--- src/sv/rmed_pkg.sv ---
`default_nettype none
// ----------------------------------------------------------------------------
// rmed_pkg: shared types for the running median unit
// Sequencer states for the sorted insertion and the median fetch.
// ----------------------------------------------------------------------------
package rmed_pkg;

   // Sequencer states, one-hot
   typedef enum logic [4:0] {
      ST_IDLE  = 5'b00001,
      ST_SHIFT = 5'b00010,
      ST_RDLO  = 5'b00100,
      ST_RDHI  = 5'b01000,
      ST_DONE  = 5'b10000
   } state_type;

endpackage : rmed_pkg
`default_nettype wire

--- src/sv/rmed_stream_if.sv ---
`default_nettype none
// ----------------------------------------------------------------------------
// rmed_stream_if: valid/ready channel with a generic payload
// One beat moves when valid and ready are both high.
// ----------------------------------------------------------------------------
interface rmed_stream_if #(
   parameter int Width = 17
) ();
   logic             valid;
   logic             ready;
   logic [Width-1:0] data;

   modport source (output valid, output data, input ready);
   modport sink   (input valid, input data, output ready);
endinterface : rmed_stream_if
`default_nettype wire

--- src/sv/running_median_unit.sv ---
`default_nettype none
// ----------------------------------------------------------------------------
// running_median_unit: streaming median over a sorted store
// ----------------------------------------------------------------------------
// Each request beat carries a signed sample and a restart flag; one response
// beat returns the median of all samples held, the count and a rejected
// flag. Samples live in one sorted memory. An insertion compares the new
// sample against stored entries from the top down, one entry per cycle,
// shifting larger ones up. After the insertion an odd count fetches one
// middle entry, and an even count fetches two middles and averages them.
// A rejected item answers at the next edge. The next request is taken
// only once the sequencer is idle and the response has been accepted, so
// one item is handled at a time. The single memory read port and the one
// compare keep the insertion serial. The store needs no clearing pass;
// only entries below the count are read.
// ----------------------------------------------------------------------------
module running_median_unit #(
   parameter int Capacity    = 64,
   parameter int SampleWidth = 16
) (
   input  wire logic  clock,
   input  wire logic  reset,
   rmed_stream_if.sink   req,
   rmed_stream_if.source rsp
);
   import rmed_pkg::*;

   localparam int AddrWidth  = (Capacity > 1) ? $clog2(Capacity) : 1;
   localparam int CountWidth = $clog2(Capacity + 1);

   state_type state_ff, state_in;
   logic [CountWidth-1:0]         count_ff, count_in;
   logic [CountWidth-1:0]         pos_ff, pos_in;
   logic signed [SampleWidth-1:0] x_ff, x_in;
   logic signed [SampleWidth-1:0] med_ff, med_in;
   logic signed [SampleWidth-1:0] lo_ff, lo_in;
   logic                          rej_ff, rej_in;
   logic                          rsp_valid_ff, rsp_valid_in;
   logic                          pend_ff, pend_in;

   logic                          rd_en, wr_en;
   logic [AddrWidth-1:0]          rd_addr, wr_addr;
   logic signed [SampleWidth-1:0] rd_data, wr_data;
   logic signed [SampleWidth:0]   sum;
   logic [CountWidth-1:0]         half;
   logic                          req_fire;
   logic signed [SampleWidth-1:0] req_sample;
   logic                          req_restart;
   logic [CountWidth-1:0]         base;

   assign req_sample  = req.data[SampleWidth-1:0];
   assign req_restart = req.data[SampleWidth];
   assign req.ready   = state_ff == ST_IDLE && !rsp_valid_ff;
   assign req_fire    = req.valid && req.ready;
   assign half        = count_ff >> 1;
   assign sum         = {lo_ff[SampleWidth-1], lo_ff} + {rd_data[SampleWidth-1], rd_data};

   rmed_store #(
      .Capacity(Capacity), .SampleWidth(SampleWidth), .AddrWidth(AddrWidth)
   ) u_store (
      .clock, .rd_en, .rd_addr, .rd_data, .wr_en, .wr_addr, .wr_data
   );

   // sequencer
   always_comb begin
      state_in     = state_ff;
      count_in     = count_ff;
      pos_in       = pos_ff;
      x_in         = x_ff;
      med_in       = med_ff;
      lo_in        = lo_ff;
      rej_in       = rej_ff;
      pend_in      = pend_ff;
      rsp_valid_in = rsp_valid_ff && !rsp.ready;
      rd_en        = 1'b0;
      rd_addr      = '0;
      wr_en        = 1'b0;
      wr_addr      = '0;
      wr_data      = x_ff;
      base         = req_restart ? '0 : count_ff;
      unique case (state_ff)
         ST_IDLE: begin
            if (req_fire) begin
               x_in = req_sample;
               if (base == CountWidth'(Capacity)) begin
                  rej_in       = 1'b1;
                  rsp_valid_in = 1'b1;
               end else begin
                  rej_in   = 1'b0;
                  count_in = base;
                  pos_in   = base;
                  state_in = ST_SHIFT;
                  // prefetch the entry below the slot
                  pend_in  = base != '0;
                  rd_en    = base != '0;
                  rd_addr  = AddrWidth'(base - 1'b1);
               end
            end
         end
         ST_SHIFT: begin
            // rd_data holds entry pos-1 when pend is set
            if (pend_ff && rd_data > x_ff) begin
               wr_en   = 1'b1;
               wr_addr = AddrWidth'(pos_ff);
               wr_data = rd_data;
               pos_in  = pos_ff - 1'b1;
               pend_in = pos_ff != 1;
               rd_en   = pos_ff != 1;
               rd_addr = AddrWidth'(pos_ff - 2'd2);
            end else begin
               wr_en    = 1'b1;
               wr_addr  = AddrWidth'(pos_ff);
               wr_data  = x_ff;
               count_in = count_ff + 1'b1;
               state_in = ST_RDLO;
            end
         end
         ST_RDLO: begin
            // odd: middle at half; even: half-1 then half
            rd_en    = 1'b1;
            rd_addr  = count_ff[0] ? AddrWidth'(half) : AddrWidth'(half - 1'b1);
            state_in = ST_RDHI;
         end
         ST_RDHI: begin
            rd_en    = 1'b1;
            rd_addr  = AddrWidth'(half);
            lo_in    = rd_data;
            state_in = ST_DONE;
            if (count_ff[0]) begin
               med_in       = rd_data;
               rsp_valid_in = 1'b1;
               state_in     = ST_IDLE;
            end
         end
         ST_DONE: begin
            // truncate toward zero
            med_in       = SampleWidth'((sum + SampleWidth'(sum[SampleWidth])) >>> 1);
            rsp_valid_in = 1'b1;
            state_in     = ST_IDLE;
         end
         default: state_in = ST_IDLE;
      endcase
   end

   always_ff @(posedge clock) begin
      if (reset) begin
         state_ff     <= ST_IDLE;
         count_ff     <= '0;
         med_ff       <= '0;
         rsp_valid_ff <= 1'b0;
         pend_ff      <= 1'b0;
         rej_ff       <= 1'b0;
      end else begin
         state_ff     <= state_in;
         count_ff     <= count_in;
         med_ff       <= med_in;
         rsp_valid_ff <= rsp_valid_in;
         pend_ff      <= pend_in;
         rej_ff       <= rej_in;
      end
   end

   always_ff @(posedge clock) begin
      pos_ff <= pos_in;
      x_ff   <= x_in;
      lo_ff  <= lo_in;
   end

   assign rsp.valid = rsp_valid_ff;
   assign rsp.data  = {rej_ff, 7'(count_ff), med_ff};

   // checks
   a_count_max: assert property (@(posedge clock) disable iff (reset)
      count_ff <= CountWidth'(Capacity))
      else $error("count above capacity");
   a_rej_full: assert property (@(posedge clock) disable iff (reset)
      rsp_valid_ff && rej_ff |-> count_ff == CountWidth'(Capacity))
      else $error("reject with room left");
   a_busy: assert property (@(posedge clock) disable iff (reset)
      state_ff != ST_IDLE |-> !rsp_valid_ff)
      else $error("response while busy");
endmodule : running_median_unit
`default_nettype wire

--- src/sv/rmed_store.sv ---
`default_nettype none
// ----------------------------------------------------------------------------
// rmed_store: sorted sample memory; the compare is in running_median_unit
// Insertion walks down from the top, one entry a cycle, moving larger
// entries up one; a registered read port feeds the walk and the median fetch.
// ----------------------------------------------------------------------------
module rmed_store #(
   parameter int Capacity    = 64,
   parameter int SampleWidth = 16,
   parameter int AddrWidth   = 6
) (
   input  wire logic                          clock,
   input  wire logic                          rd_en,
   input  wire logic [AddrWidth-1:0]          rd_addr,
   output logic signed [SampleWidth-1:0]      rd_data,
   input  wire logic                          wr_en,
   input  wire logic [AddrWidth-1:0]          wr_addr,
   input  wire logic signed [SampleWidth-1:0] wr_data
);
   logic signed [SampleWidth-1:0] mem [Capacity];

   // single write port
   always_ff @(posedge clock) begin
      if (wr_en) mem[wr_addr] <= wr_data;
   end

   // registered read port
   always_ff @(posedge clock) begin
      if (rd_en) rd_data <= mem[rd_addr];
   end
endmodule : rmed_store
`default_nettype wire

--- src/flat_wrapper.sv ---
// flat-port wrapper written by rule: the top's interface ports become plain ports
module running_median_unit_flat import rmed_pkg::*;
#(
   parameter int Capacity    = 64,
   parameter int SampleWidth = 16
)
  (clock, reset, req_valid, req_data, req_ready, rsp_valid, rsp_data, rsp_ready);
  rmed_stream_if #(.Width(17)) req_i ();
  rmed_stream_if #(.Width(24)) rsp_i ();
  input  wire logic clock;
  input  wire logic reset;
  input wire logic [$bits(req_i.valid)-1:0] req_valid;
  input wire logic [$bits(req_i.data)-1:0] req_data;
  output wire logic [$bits(req_i.ready)-1:0] req_ready;
  output wire logic [$bits(rsp_i.valid)-1:0] rsp_valid;
  output wire logic [$bits(rsp_i.data)-1:0] rsp_data;
  input wire logic [$bits(rsp_i.ready)-1:0] rsp_ready;
  assign req_i.valid = req_valid;
  assign req_i.data = req_data;
  assign req_ready = req_i.ready;
  assign rsp_valid = rsp_i.valid;
  assign rsp_data = rsp_i.data;
  assign rsp_i.ready = rsp_ready;
  running_median_unit #(.Capacity(Capacity), .SampleWidth(SampleWidth)) u_core (.clock(clock), .reset(reset), .req(req_i), .rsp(rsp_i));
endmodule
--- config.mk ---
export PLATFORM = sky130hd
export DESIGN_NAME = running_median_unit_flat
export DESIGN_NICKNAME = d
export VERILOG_FILES = /design/src/sv/rmed_pkg.sv /design/src/sv/rmed_stream_if.sv /design/src/sv/running_median_unit.sv /design/src/sv/rmed_store.sv /design/src/flat_wrapper.sv
export SDC_FILE = /design/constraint.sdc
export NUM_CORES = 2
export LEC_CHECK = 0
export ABC_AREA = 1
export BUFFER_PORTS_ARGS = -buffer_cell sky130_fd_sc_hd__buf_2
export CAP_MARGIN = 10
export CORE_MARGIN = 2
export CORE_UTILIZATION = 63
export CTS_CLUSTER_DIAMETER = 50
export CTS_CLUSTER_SIZE = 14
export DETAILED_ROUTE_END_ITERATION = 16
export MAX_ROUTING_LAYER = met4
export PLACE_DENSITY = 0.79
export SLEW_MARGIN = 15
export SYNTH_ARGS = -nofsm -noshare
export SYNTH_HDL_FRONTEND = slang
export SYNTH_SLANG_ARGS = --single-unit
--- constraint.sdc ---
create_clock -name clock -period 10.21 [get_ports clock]
set_clock_uncertainty 0.05 [all_clocks]
set_input_delay 0.5105 -clock clock [delete_from_list [all_inputs] [get_ports clock]]
set_output_delay 0.5105 -clock clock [all_outputs]
set_load 0.005 [all_outputs]
==> metrics.md <==
| Metric | Value |
|---|---|
| Vias in the first global route | roughly 34000 |
| Via Count | ~36000 |
| Fmax | 162 MHz |
| Multi-input gate area | ~0.014 sq mm |
| Full die area | ~0.081 sq mm |
| Final-report setup violation count | 0 |
| Crit path capture type | register |
| Period Utilization, post-route | 0.604 |
| Min Tclk post-route | between 6 and 7 ns |
| Die Wd | 285 um |
| IO Count | between 40 and 50 |
| Routed vias/inst | 6.29 |
| # diodes | 0 |
| Input/output buffers | 46 |
| M1 wire length | about 49000 um |
| Fillers | about 5200 |
| Fin. Hold Viols | 0 |
| Post_cts resized | 0 |
| Main flop type after synthesis | edfxtp_1 |
| Core Area | just under 0.08 sq mm |
| Wire length per cell | 23.9 um |
| Power Density | between 200 and 250 mW/mm^2 |
| Peak VDD IR | approximately 0.17 mV |
| Reg area | 0.0330 sq mm |
| Share of cells above drive strength 1 | 0.0712 |
| GR Overflow Total | 0 |
| Number of synthesized flops with an enable pin | approximately 1100 |
| Worst-Margin Slew | 1.31 ns |
| Initial drt markers | a little under 6000 |
| Crit-path max FO | between 90 and 100 |
| Outcome | finished clean |
| Synth cell types | 40 |
| Worst min path class | input pin to register |
| P&R area growth vs syn | 9.45% |
| Antenna Nets Post-Route | 0 |
| CTS root buf | clkbuf_16 |
| Yosys warning total | 0 |
| Max cap viols | 0 |
| Met3 WL | between 15000 and 20000 um |
| Clock buffer depth | 3 |
| Worst skew pair latency | just under 0.7 ns |
| Htree depth | 3 |
| Die height | about 280 um |
| Metal2 WL | 62900 um |
| Total negative slack | 0 ns |
| CP Launch Type | register |
| RSZ-0062 raised after global routing | false |
| GRT Util Overall | 0.346 |
| Top sig layer | met4 |
| Synthesized area | 0.0496 sq mm |
| Placed Area | between 0.05 and 0.06 sq mm |
| Finished Cell Area | about 0.054 sq mm |
| GPL Wtd Cong | ~0.94 |
| HPWL after DPL | approximately 76000 um |
| Synthesized instance count | roughly 4700 |
| Clk sinks | 1110 |
| First-pass GRT wire length | 205000 um |
| Most frequent cells in the layout | nand2_1 (1337), edfxtp_1 (1079), nand3_1 (980) |
| Critical Path AT | 6.55 ns |
| Number of synthesized register bits | about 1100 |
| Nets@finish | between 4000 and 5000 |
| Initial Util | 0.638 |
| Setup CP Type | register to register |
| Post-route DRC | 0 |
| Commonest non-fill, non-tap cell in the layout | nand2_1 |
| Async SR Flop Fraction | 0 |
| Largest net degree at the start of global routing | between 150 and 200 |
| DRT Pass-1 Iters | 6 |
| Slew Viols, Final | 0 |
| Clk pin slew, worst setup/hold paths | roughly 0.070 ns |
| CP required | 10.60 ns |
| Syn avg cell area | 10.6 sq um |
| CTS tree | built |
| Worst rel slew slack | 0.120 |
| Leak pwr | around 21 nW |
| Site row count | 102 |
| Sequential share of the synthesized area | 0.666 |
| Post-synthesis net count | 4744 |
| CTS Buf Count | 104 |
| Final wirelength | approximately 140000 um |
| Initial antenna violation count | 0 |
final timing paths:
path | start | to | slack (ns) | cells after the start
worst min register to register | u_core.med_ff[7] | u_core.med_ff[7] | 0.41 | 2
worst max register to register | u_core.state_ff[3] | u_core.u_store.rd_data[4] | 4.05 | 17
worst min-delay path | rsp_ready | u_core.rsp.valid | 0.13 | 4
worst max-delay path | u_core.state_ff[3] | u_core.u_store.rd_data[4] | 4.05 | 17
final cells by class:
cell class / instances / area share
tap: 1040 / 0.0240
clock inverter: 52 / 0.0108
sequential: 1110 / 0.609
multi-input combinational: 2882 / 0.257
inverter: 411 / 0.0286
timing repair buffer: 161 / 0.0216
clock buffer: 116 / 0.0496
routing by layer:
| layer | track usage | vias to the layer above |
|---|---|---|
| li1 | - | 16000 |
| met1 | 0.465 | 17100 |
| met2 | 0.515 | 2766 |
| met3 | 0.0636 | 468 |
| met4 | 0.168 | 0 |
| met5 | - | - |
synthesized netlist by cell type (all sizes together) (2+ instances only):
cell type  number  area, sq um
edfxtp       1079        32400
nand3b        208         1560
inv           409         1540
o22ai           3         18.8
buf           197         1050
nand4          11         68.8
o21ai          43          215
nor3           16         85.1
dfxtp          31          621
xor2           24          210
clkinv          2         7.51
nor4            3         33.8
ha             41          513
o211ai          2         15.0
nand2        1342         5040
o21bai          3         22.5
clkbuf         81          304
o21a            3         22.5
nand3         981         4910
xnor2           5         43.8
nor2          133          502
a211oi          2         15.0
a21oi          41          216
a31oi          13         81.3
a22o            2         17.5
stage by stage:
stage / hold WS (ns) / total power (W) / setup WS, ns / util / std cells
6_report: 0.126 / 0.0135 / 4.05 / 0.698 / 5772
4_1_cts: 0.111 / 0.0133 / 4.19 / 0.698 / 5772
5_1_grt: 0.134 / 0.0139 / 3.81 / 0.698 / 5772
3_5_place_dp: 0.403 / 0.00954 / 4.23 / 0.654 / 5588
3_3_place_gp: 0.400 / 0.00948 / 4.31 / 0.654 / 5588
2_1_floorplan: 0.412 / 0.00818 / 5.21 / - / 4681
power breakdown:
group          internal, W  switching [W]
combinational      0.00108        0.00316
sequential         0.00526       0.000130
clock              0.00214        0.00168
total              0.00848        0.00498
cells by family (layout without fill, tap and decap cells):
group | Yosys count | in the layout | share of synthesized area
buffers and inverters | 689 | 740 | 0.0585
adder cells (fa/ha/maj) | 42 | 42 | 0.0108
AO/OA/AOI/OAI | 116 | 116 | 0.0132
flip-flops | 1110 | 1110 | 0.666
AND/OR/NAND/NOR | 2695 | 2695 | 0.246
XOR/XNOR | 29 | 29 | 0.00512
what timing repair did:
item                                   in CTS  in global routing
hold buffers                               16                  0
setup buffers                               0                  0
endpoints found under the hold margin      16                  0
state kept, by name (all words and copies together), names as in the netlist:
name and count:
u_core.rsp.valid 1, u_core.count_ff 7, u_core.u_store.rd_data 16, u_core.pend_ff 1, u_core.med_ff 16, u_core.state_ff 5, u_core.rej_ff 1, u_core.u_store.mem 1024
u_core.x_ff 16, u_core.lo_ff 16, u_core.pos_ff 7
critical path, stage by stage, from the launching register on:
cell     delay (ns)
dfxtp_1        0.33
nor2_1         0.17
inv_1          0.10
nor4_4         0.14
buf_4          0.26
inv_1          0.39
nor2_1         0.51
nand3_4        0.44
nand2_8        0.70
buf_4          0.79
buf_4          0.67
nand2_1        0.13
nand3_1        0.13
nand3_1        0.11
nand3_1        0.34
nand3_1        0.28
nand3_1        0.17
nand2_1        0.07
Power figures use the tool's default switching activity.
